$ cat src/rtl/core/ctwl_pkg.sv
`timescale 1ns / 1ps
// ----------------------------------------------------------------------------
// ctwl_pkg
// Shared types and codes for the connection table wildcard lookup.
// ----------------------------------------------------------------------------
package ctwl_pkg;

  // widest slot number and age for the supported table depth
  localparam int unsigned IdxW = 10;

  localparam logic [1:0] MODE_INSERT = 2'd0;
  localparam logic [1:0] MODE_REMOVE = 2'd1;
  localparam logic [1:0] MODE_EXACT  = 2'd2;
  localparam logic [1:0] MODE_BEST   = 2'd3;

  localparam logic [1:0] ST_OK   = 2'd0;
  localparam logic [1:0] ST_MISS = 2'd1;
  localparam logic [1:0] ST_FULL = 2'd2;
  localparam logic [1:0] ST_FREE = 2'd3;

  typedef enum logic [1:0] {
    S_IDLE,
    S_SCAN,
    S_DONE
  } state_e;

  // request held for the whole operation
  typedef struct packed {
    logic [1:0]  mode;
    logic [31:0] local_addr;
    logic [15:0] local_port;
    logic [31:0] foreign_addr;
    logic [15:0] foreign_port;
    logic [5:0]  slot_index;
    logic        allow_wildcard;
  } req_t;

  // running result passed from cell to cell
  typedef struct packed {
    logic            vld;
    logic            found;
    logic [IdxW-1:0] slot;
    logic [1:0]      wc;
    logic [IdxW-1:0] age;
    logic            free_found;
    logic [IdxW-1:0] free_slot;
    logic            tgt_valid;
    logic [IdxW-1:0] tgt_age;
  } token_t;

  // table update issued when the result is handed out
  typedef struct packed {
    logic            ins;
    logic            rem;
    logic [IdxW-1:0] slot;
    logic [IdxW-1:0] gone_age;
  } commit_t;

endpackage

$ cat src/rtl/core/ctwl_cell.sv
`timescale 1ns / 1ps
// ----------------------------------------------------------------------------
// ctwl_cell
// One table entry: compares against the request and updates the token.
// ----------------------------------------------------------------------------
module ctwl_cell #(
  parameter int unsigned Idx = 0
) (
  input  logic             clk_i,
  input  logic             rst_ni,
  input  ctwl_pkg::req_t    req_i,
  input  ctwl_pkg::commit_t commit_i,
  input  ctwl_pkg::token_t  tok_i,
  output ctwl_pkg::token_t  tok_o
);
  import ctwl_pkg::*;

  localparam logic [IdxW-1:0] MyIdx = IdxW'(Idx);

  logic            valid_q;
  logic [IdxW-1:0] age_q;
  logic [31:0]     la_q, fa_q;
  logic [15:0]     lp_q, fp_q;
  token_t          tok_d, tok_q;
  logic            cand;
  logic [1:0]      wc;
  logic            exact_hit, best_ok, lw, fw, better;

  // match and wildcard cost for this entry
  always_comb begin
    exact_hit = (la_q == req_i.local_addr) && (lp_q == req_i.local_port) &&
                (fa_q == req_i.foreign_addr) && (fp_q == req_i.foreign_port);
    best_ok = (lp_q == req_i.local_port);
    lw = 1'b0;
    fw = 1'b0;
    if (la_q != 32'd0) begin
      if (req_i.local_addr == 32'd0) lw = 1'b1;
      else if (la_q != req_i.local_addr) best_ok = 1'b0;
    end else if (req_i.local_addr != 32'd0) begin
      lw = 1'b1;
    end
    if (fa_q != 32'd0) begin
      if (req_i.foreign_addr == 32'd0) fw = 1'b1;
      else if (fa_q != req_i.foreign_addr || fp_q != req_i.foreign_port) best_ok = 1'b0;
    end else if (req_i.foreign_addr != 32'd0) begin
      fw = 1'b1;
    end
    if (req_i.mode == MODE_EXACT) begin
      wc   = 2'd0;
      cand = valid_q && exact_hit;
    end else begin
      wc   = {1'b0, lw} + {1'b0, fw};
      cand = valid_q && best_ok && (req_i.mode == MODE_BEST) &&
             (wc == 2'd0 || req_i.allow_wildcard);
    end
  end

  // fold this entry into the running token
  always_comb begin
    tok_d  = tok_i;
    better = cand && (!tok_i.found || wc < tok_i.wc ||
                      (wc == tok_i.wc && age_q < tok_i.age));
    if (better) begin
      tok_d.found = 1'b1;
      tok_d.slot  = MyIdx;
      tok_d.wc    = wc;
      tok_d.age   = age_q;
    end
    if (!tok_i.free_found && !valid_q) begin
      tok_d.free_found = 1'b1;
      tok_d.free_slot  = MyIdx;
    end
    if (MyIdx == IdxW'(req_i.slot_index)) begin
      tok_d.tgt_valid = valid_q;
      tok_d.tgt_age   = age_q;
    end
  end

  // token register towards the next cell
  always_ff @(posedge clk_i or negedge rst_ni) begin
    if (!rst_ni) begin
      tok_q <= '0;
    end else begin
      tok_q <= tok_d;
    end
  end

  assign tok_o = tok_q;

  // entry state and age bookkeeping
  always_ff @(posedge clk_i or negedge rst_ni) begin
    if (!rst_ni) begin
      valid_q <= 1'b0;
      age_q   <= '0;
    end else if (commit_i.ins) begin
      if (commit_i.slot == MyIdx) begin
        valid_q <= 1'b1;
        age_q   <= '0;
      end else if (valid_q) begin
        age_q <= age_q + 1'b1;
      end
    end else if (commit_i.rem) begin
      if (commit_i.slot == MyIdx) begin
        valid_q <= 1'b0;
      end else if (valid_q && age_q > commit_i.gone_age) begin
        age_q <= age_q - 1'b1;
      end
    end
  end

  // tuple payload
  always_ff @(posedge clk_i) begin
    if (commit_i.ins && commit_i.slot == MyIdx) begin
      la_q <= req_i.local_addr;
      lp_q <= req_i.local_port;
      fa_q <= req_i.foreign_addr;
      fp_q <= req_i.foreign_port;
    end
  end

endmodule

$ cat config.mk
export PLATFORM = sky130hd
export DESIGN_NAME = ctwl_cell
export DESIGN_NICKNAME = d
export VERILOG_FILES = /design/src/rtl/core/ctwl_pkg.sv /design/src/rtl/core/ctwl_cell.sv
export SDC_FILE = /design/constraint.sdc
export NUM_CORES = 1
export LEC_CHECK = 0
export BUFFER_PORTS_ARGS = -buffer_cell sky130_fd_sc_hd__buf_4
export CORE_MARGIN = 8
export CORE_UTILIZATION = 58
export CTS_BUF_LIST = sky130_fd_sc_hd__clkbuf_4 sky130_fd_sc_hd__clkbuf_8
export CTS_CLUSTER_SIZE = 10
export DETAILED_ROUTE_END_ITERATION = 8
export PLACE_DENSITY = 0.95
export RECOVER_POWER = 50
export SLEW_MARGIN = 20
export SYNTH_ARGS = -nofsm -noshare
export SYNTH_HDL_FRONTEND = slang
export SYNTH_SLANG_ARGS = --single-unit
$ cat constraint.sdc
create_clock -name clk_i -period 6.1 [get_ports clk_i]
set_input_delay 0.915 -clock clk_i [delete_from_list [all_inputs] [get_ports clk_i]]
set_output_delay 0.915 -clock clk_i [all_outputs]
set_load 0.05 [all_outputs]
### Word-level counts from Yosys, hierarchy flattened

Cells that the tools add are included.

| cells by class | value |
|---|---|
| $add $sub $neg | 3 |
| $lt $le $gt $ge | 3 |
| eq/ne operators | 12 |
| muxes and demuxes | 27 |
| reductions and logical operators | 32 |

Operator list:

| kind | count |
|---|---|
| nonzero test 32 bit | 4 |
| equality test 32 bit | 2 |
| zero test 32 bit | 2 |
| != test 32 bit | 2 |
| two-way mux 10 bit | 6 |
| equality test 16 bit | 2 |
| two-way mux 23 bit | 1 |
| two-way mux 11 bit | 2 |
| two-way mux 1 bit | 17 |
| != test 16 bit | 1 |
| logical AND 1 bit | 12 |
| adder 10 x 1 -> 10 bit, second input constant | 1 |
| greater-than comparator 10 bit | 1 |
| zero test 10 bit | 1 |
| < comparator 10 bit | 1 |
| subtractor 10 x 1 -> 10 bit, second input constant | 1 |
| zero test 6 bit | 1 |
| equality test 2 bit, second input constant | 2 |
| logical OR 1 bit | 4 |
| AND reduction 4 bit | 1 |
| nonzero test 2 bit | 2 |
| zero test 1 bit | 3 |
| != test 3 x 1 -> 1 bit, second input constant | 1 |
| adder 1 x 1 -> 2 bit | 1 |
| 6 further kinds | 6 |

| word-level totals | value |
|---|---|
| register bits after elaboration | 153 |
| bits of input ports | 175 |
| output and inout port bits | 46 |
| word-level logic and storage cells | 92 |

### Depth between registers and ports, before layout

Gate-level depths: netlist (run 1).

| logic depth | value |
|---|---|
| depth after elaboration | 13 |
| mapped depth | 13 |
| depth with buffers taken out | 12 |

### Worst setup path after synthesis (run 1)

Ideal clock, no wire load.

| path | value |
|---|---|
| path type | input -> register |
| start point | in commit_i[11] (netlist name) |
| end point | reg age_q[0] |
| arrival time | 6.114 ns |
| setup slack | -0.140 ns |
| cell stages on the path | 5 |
| path through | nor4_1 nand4_1 nor2_1 nor2_1 mux2_2 |

| between the ends | value |
|---|---|
| cells in the longest elaborated chain, start to end | 3 |
| elaborated cells on any way between the ends | 6 |
| classes of those cells | 2 x eq/ne; 2 x mux; 2 x reduce/logical |

RTL lines:

| item | RTL line | text |
|---|---|---|
| from (decl) | ctwl_cell.sv:12 | `input ctwl_pkg::commit_t commit_i,` |
| zero test 10 bit * | ctwl_cell.sv:96, ctwl_cell.sv:103 |  |
| != test 3 x 1 -> 1 bit (no source line) (tied with other cells) | - |  |
| AND reduction 4 bit (no source line) or two-way mux 10 bit (tied branches) | - |  |
| to (signal assigned) | ctwl_cell.sv:100 | `age_q <= age_q + 1'b1;` |
| to (signal assigned) | ctwl_cell.sv:106 | `age_q <= age_q - 1'b1;` |
| to (decl) | ctwl_cell.sv:21 | `logic [IdxW-1:0] age_q;` |

Every way passes the cells marked *; elsewhere a longest branch is shown, timed or not.
A chain may end at the register's enable or synchronous reset.

==> flow_metrics.env, run 1 <==
export IMPL_synth_edff_count=96
export IMPL_fin_cells=982
export IMPL_cts_made_buffers=17
export IMPL_synthArstFlopShare_pct=37.3
export IMPL_synth_xor_area_share_pct=11.7
export IMPL_drt_iter0_markers=499
export IMPL_gp_congestion=0.904
export IMPL_ctsHoldBuffers=0
export IMPL_p_seq_share_pct=53.0
export IMPL_cts_resized=0
export IMPL_track_usage_pct=24.2
export IMPL_initial_core_util_pct=58.7
export IMPL_critPathKind="in2reg"
export IMPL_synth_largest_area_cell="edfxtp_1"
export IMPL_clock_power_share_pct=32.5
export IMPL_clock_latency_ns=0.45
export IMPL_die_h_um=128
export IMPL_core_area_um2=12500
export IMPL_worst_pin_slew_ns=3.06
export IMPL_synth_top_family_by_area="simple AND/OR/NAND/NOR gates"
export IMPL_synth_area_leaders="edfxtp_1, dfrtp_1, xor2_1"
export IMPL_drive_gt1_share_pct=22.3
export IMPL_clkSlewWorstSetupHoldPaths_ns=0.08
export IMPL_ir_worst_vdd_v=0.000169
export IMPL_rsz0062_at_grt="no"
export IMPL_synth_top_area_share_pct=39.4
export IMPL_synthToLayoutAreaGrowth_pct=24.9
export IMPL_hold_class="in2reg"
export IMPL_numClockSinks=153
export IMPL_synthAdderAreaFrac_pct=4.27
export IMPL_hold_worst_slack_ns=0.611
export IMPL_finalSetupViolCount=0
export IMPL_clock_path_buffers=2
export IMPL_final_cell_area_um2=9140
export IMPL_cp_arrival_ns=4.04
export IMPL_routed_wl_mm=20.0
export IMPL_crit_required_ns=6.43
export IMPL_num_vias=5535
export IMPL_slew_headroom_pct=-104
export IMPL_fin_crit_sh_pct=60.8
export IMPL_avgRoutedWirePerCell_um=20.4
export IMPL_internal_power_mw=1.58
export IMPL_grt_pass1_wl_mm=30.6
export IMPL_switching_share_pct=26.8
export IMPL_post_cts_buffers=0
export IMPL_power_switching_mw=0.580
export IMPL_drt_pass1_iter_count=6
export IMPL_fmax_mhz=270
export IMPL_n_fill_cell=926
export IMPL_ant_nets=0
export IMPL_dieArea_um2=16500
export IMPL_syn_area_um2=7320
export IMPL_synth_mux_area_share_pct=3.90
export IMPL_fin_worst_skew_ns=0.0154
export IMPL_synth_ff_type="edfxtp_1"
export IMPL_dp_hpwl_mm=15.8
export IMPL_synth_top_cells_by_count="xor2_1, edfxtp_1, dfrtp_1, nor4_1, nor2_1"
export IMPL_antenna_found_initial=0
export IMPL_htreeDepth=4
export IMPL_yosys_warnings=0
export IMPL_crit_path_end_kind="register"
export IMPL_cts_tree="yes"
export IMPL_placed_area_um2=9140
export IMPL_numPortBuffers=220
export IMPL_drc=0
export IMPL_cts_root_buf="clkbuf_8"
export IMPL_io_pins=221
export IMPL_power_mw=2.16
export IMPL_dpl_cell_count=950
export IMPL_drv_slew=58
export IMPL_diodes=0
export IMPL_syn_inst=569
export IMPL_synthMostInstantiatedCell="xor2_1"
export IMPL_tns_ns=0
export IMPL_comb_power_share_pct=14.5
export IMPL_fin_crit_ns=3.71
export IMPL_synth_distinct_cells=53
export IMPL_nNetsFinal=997
export IMPL_first_global_vias=5987
export IMPL_cp_start_kind="input pin"
export IMPL_grt_max_degree=98
export IMPL_power_density_nw_per_um2=237
export IMPL_grt_overflow_total=0
export IMPL_via_per_inst=5.64
export IMPL_leakagePower_nw=3.65
export IMPL_die_w_um=128
export IMPL_ys_seq_elements=153
export IMPL_syn_mean_instance_area_um2=12.9
export IMPL_violations="max-capacitance violations, max-slew violations"
export IMPL_syn_num_nets=769
export IMPL_status="finished, violations left"
export IMPL_yosysSeqAreaShare_pct=58.9
export IMPL_maxCapViolCount=1
export IMPL_finalHoldViolCount=0
export IMPL_synthSimpleGateAreaFrac_pct=13.1
export IMPL_synth_compound_area_share_pct=5.62
export IMPL_rows=41
export IMPL_crit_fanout=22
[final timing paths]
kind                            slack (ns)                 from                   to  depth (start not counted)
worst min-delay path                  0.61            tok_i[45]  tok_o[45]$_DFF_PN0_                          1
worst max register to register        2.62   fa_q[17]$_DFFE_PP_  tok_o[29]$_DFF_PN0_                         12
worst min register to register        0.63  valid_q$_DFFE_PN0P_  tok_o[21]$_DFF_PN0_                          1
worst max-delay path                  2.39            req_i[23]  tok_o[29]$_DFF_PN0_                         13
min in group asynchronous             1.46               rst_ni   tok_o[4]$_DFF_PN0_                          1
max in group asynchronous             2.90               rst_ni  tok_o[11]$_DFF_PN0_                          1
[metrics by stage]
stage	setup WS [ns]	utilization, %
after floorplan	1.50	-
after global placement	1.83	73.3
after detailed placement	1.67	73.3
after CTS	2.13	76.2
after global routing	2.01	73.3
final	2.39	73.3
[power by group through the flow]
stage | clock network (mW) | logic, mW | registers (mW)
floorplan | 0 | 0.113 | 1.22
global placement | 0 | 0.325 | 1.17
detailed placement | 0 | 0.338 | 1.17
CTS | 0.717 | 0.341 | 1.15
global route | 0.760 | 0.339 | 1.15
finish | 0.703 | 0.314 | 1.15
[flip-flops by register name (all words and copies together) (netlist names)]
signal / cells
age_q: 10
lp_q: 16
valid_q: 1
la_q: 32
tok_o: 46
fa_q: 32
fp_q: 16
[final cells by class]
type | count | area [um2] | share of cell area (%)
Inverter | 25 | 93.8 | 1.03
Sequential cell | 153 | 4310 | 47.1
Multi-Input combinational cell | 378 | 2850 | 31.2
Clock buffer | 20 | 256 | 2.81
Tap cell | 172 | 215 | 2.35
Clock inverter | 12 | 101 | 1.11
Timing Repair Buffer | 222 | 1320 | 14.4
[kinds of logic (layout without fill, tap and decap cells)]
logic type      Yosys count  count (layout)
simple gates            170             170
flops                   153             153
xor+xnor                 98              98
compound gates           62              62
buf+inv                  38             279
fa+ha+maj                25              25
mux                      23              23
[routing by layer]
metal / GRT usage, % / up-vias / part of all wire [%] / routed length, um
met4: 10.1 / 0 / 3.2 / 648
met1: 27.6 / 2679 / 38 / 7630
met2: 41.3 / 233 / 51 / 10300
met5: 0 / - / 0 / 0
met3: 7.49 / 53 / 7.4 / 1490
li1: - / 2570 / - / -
[cells in the final DEF (no fill, tap or decap), drive strengths merged, types with 2 or more instances in the layout]
cell type and count:
and2 12, buf 122, o2bb2ai 2, or3 5
clkinvlp 3, dfrtp 57, nand2 14, o21ai 17
nand4 17, o211ai 4, a31oi 4, clkbuf 120
clkinv 6, a21oi 15, xor2 97, o31ai 3
edfxtp 96, nor2b 13, nand2b 3, and3 4
inv 27, nor2 28, a21o 3, nor3 5
nor4 57, a211oi 2, mux2i 3, mux2 20
nand3 6, ha 25
[worst max-delay path, cell delays in order]
cell,delay (ns)
clkbuf_1,0.12
nor4_1,0.51
nand4_1,0.17
nor2_1,0.19
xor2_1,0.13
inv_1,0.08
ha_1,0.16
nor2_1,0.05
a2111oi_0,0.47
nand3_1,0.14
nor2_1,0.25
o2111ai_4,0.42
mux2_4,0.44
No activity file was read; power rests on OpenSTA's default activity.
==> inputs of run 2 (changes only) <==
Settings changed: CORE_UTILIZATION 58 to 48, PLACE_DENSITY 0.95 to 0.9.
Clock period 6.1 ns to 3.2 ns, I/O delays scaled along.
==> flow_metrics.env, run 2 (synthesis results as in run 1) <==
export IMPL_die_w_um=139
export IMPL_track_usage_pct=20.5
export IMPL_fin_crit_sh_pct=95.0
export IMPL_gp_congestion=0.899
export IMPL_via_per_inst=5.43
export IMPL_grt_max_degree=58
export IMPL_core_area_um2=15000
export IMPL_fin_cells=1034
export IMPL_grt_pass1_wl_mm=31.1
export IMPL_htreeDepth=4
export IMPL_final_core_util_pct=63.6
export IMPL_cp_arrival_ns=3.36
export IMPL_numPortBuffers=220
export IMPL_initial_core_util_pct=48.7
export IMPL_synthToLayoutAreaGrowth_pct=30.6
export IMPL_io_pins=221
export IMPL_critPathKind="reg2reg"
export IMPL_antenna_found_initial=0
export IMPL_drv_slew=0
export IMPL_crit_fanout=11
export IMPL_cp_start_kind="register"
export IMPL_routed_wl_mm=20.3
export IMPL_ant_nets=0
export IMPL_avgRoutedWirePerCell_um=19.6
export IMPL_grt_overflow_total=0
export IMPL_rows=45
export IMPL_dieArea_um2=19500
export IMPL_largest_reg_flops=46
export IMPL_status="completed"
export IMPL_crit_buf_inv=1
export IMPL_clock_path_buffers=2
export IMPL_dp_hpwl_mm=16.0
export IMPL_crit_required_ns=3.53
export IMPL_hold_worst_slack_ns=0.170
export IMPL_nNetsFinal=1033
export IMPL_worst_pin_slew_ns=1.43
export IMPL_leakagePower_nw=3.89
export IMPL_dpl_cell_count=1001
export IMPL_drt_pass1_iter_count=5
export IMPL_slew_headroom_pct=4.40
export IMPL_clock_latency_ns=0.44
export IMPL_diodes=0
export IMPL_clkSlewWorstSetupHoldPaths_ns=0.08
export IMPL_ctsHoldBuffers=0
export IMPL_cts_made_buffers=17
export IMPL_hold_class="in2reg"
export IMPL_layout_commonest_cell="buf_4"
export IMPL_ir_worst_vdd_v=0.000391
export IMPL_drt_iter0_markers=368
export IMPL_first_global_vias=5893
export IMPL_fmax_mhz=329
export IMPL_drc=0
export IMPL_path_cells="nor4_2, nand4_1, nor2_2, xor2_1, ha_1, and2_1, ha_1, nor2b_1, o21ai_1, o2111ai_2, buf_12, mux2_2"
export IMPL_maxCapViolCount=0
export IMPL_power_density_nw_per_um2=439
export IMPL_tns_ns=0
export IMPL_cpMostUsedCell="ha_1"
export IMPL_cpPeakStageDelay_ns=0.43
export IMPL_finalSetupViolCount=0
export IMPL_layout_common_cells="buf_4, xor2_1, edfxtp_1"
export IMPL_cts_tree="yes"
export IMPL_cpMaxStageDelayCell="edfxtp_1"
export IMPL_die_h_um=139
export IMPL_finalHoldViolCount=0
export IMPL_crit_path_end_kind="register"
export IMPL_drive_gt1_share_pct=27.7
export IMPL_num_vias=5617
export IMPL_numClockSinks=153
export IMPL_fin_crit_ns=3.04
export IMPL_cts_root_buf="clkbuf_8"
export IMPL_fin_worst_skew_ns=0.0156
export IMPL_crit_family="simple AND/OR/NAND/NOR gates"
==> run 2: worst paths after layout <==
path                                 startpoint                   to  slack (ns)  depth (start not counted)
max                           la_q[0]$_DFFE_PP_  tok_o[22]$_DFF_PN0_        0.16                         12
min                                   tok_i[45]  tok_o[45]$_DFF_PN0_        0.17                          1
max reg2reg                   la_q[0]$_DFFE_PP_  tok_o[22]$_DFF_PN0_        0.16                         12
min reg2reg                age_q[6]$_DFFE_PN0P_  tok_o[28]$_DFF_PN0_        0.64                          1
max in group asynchronous                rst_ni  tok_o[14]$_DFF_PN0_        1.96                          1
min in group asynchronous                rst_ni   tok_o[6]$_DFF_PN0_        0.38                          1
==> run 2: through the flow <==
step | setup slack (ns) | instance area [um2] | power (mW)
after floorplan | 0.0925 | 7330 | 2.54
after global placement | -0.0582 | 9460 | 2.87
after detailed placement | -0.253 | 9460 | 2.90
after CTS | 0.00770 | 9840 | 4.27
after global routing | -0.0416 | 9560 | 4.36
final | 0.161 | 9560 | 4.20
==> run 2: cell type report <==
| class | instances | area, um2 |
|---|---|---|
| Clock buffer | 24 | 305 |
| Timing Repair Buffer | 258 | 1640 |
| Tap cell | 188 | 235 |
| Sequential cell | 153 | 4310 |
| Clock inverter | 8 | 72.6 |
| Inverter | 25 | 93.8 |
| Multi-Input combinational cell | 378 | 2910 |
| Fill cell | 1217 | 5470 |
==> run 2: layer usage <==
layer,part of all wire (%),up-vias,GRT usage [%]
met1,38,2700,23.2
met2,52,241,35.9
met3,6.8,40,5.47
li1,-,2636,-
met4,3.3,0,8.61
met5,0,-,0
==> run 2: timing repair <==
| action | in CTS | in global routing |
|---|---|---|
| gates resized for setup | 2 | 12 |
| cloned | 0 | 0 |
| setup buffers | 0 | 1 |
| setup endpoints to repair | 20 | 22 |
| pin swaps | 0 | 4 |
==> run 2: where the power goes <==
part	leakage (nW)	total, mW	switching [mW]	internal [mW]
logic	2.15	0.624	0.360	0.264
clock network	0.204	1.38	0.677	0.708
registers	1.53	2.19	0.0436	2.14
total	3.89	4.20	1.08	3.11
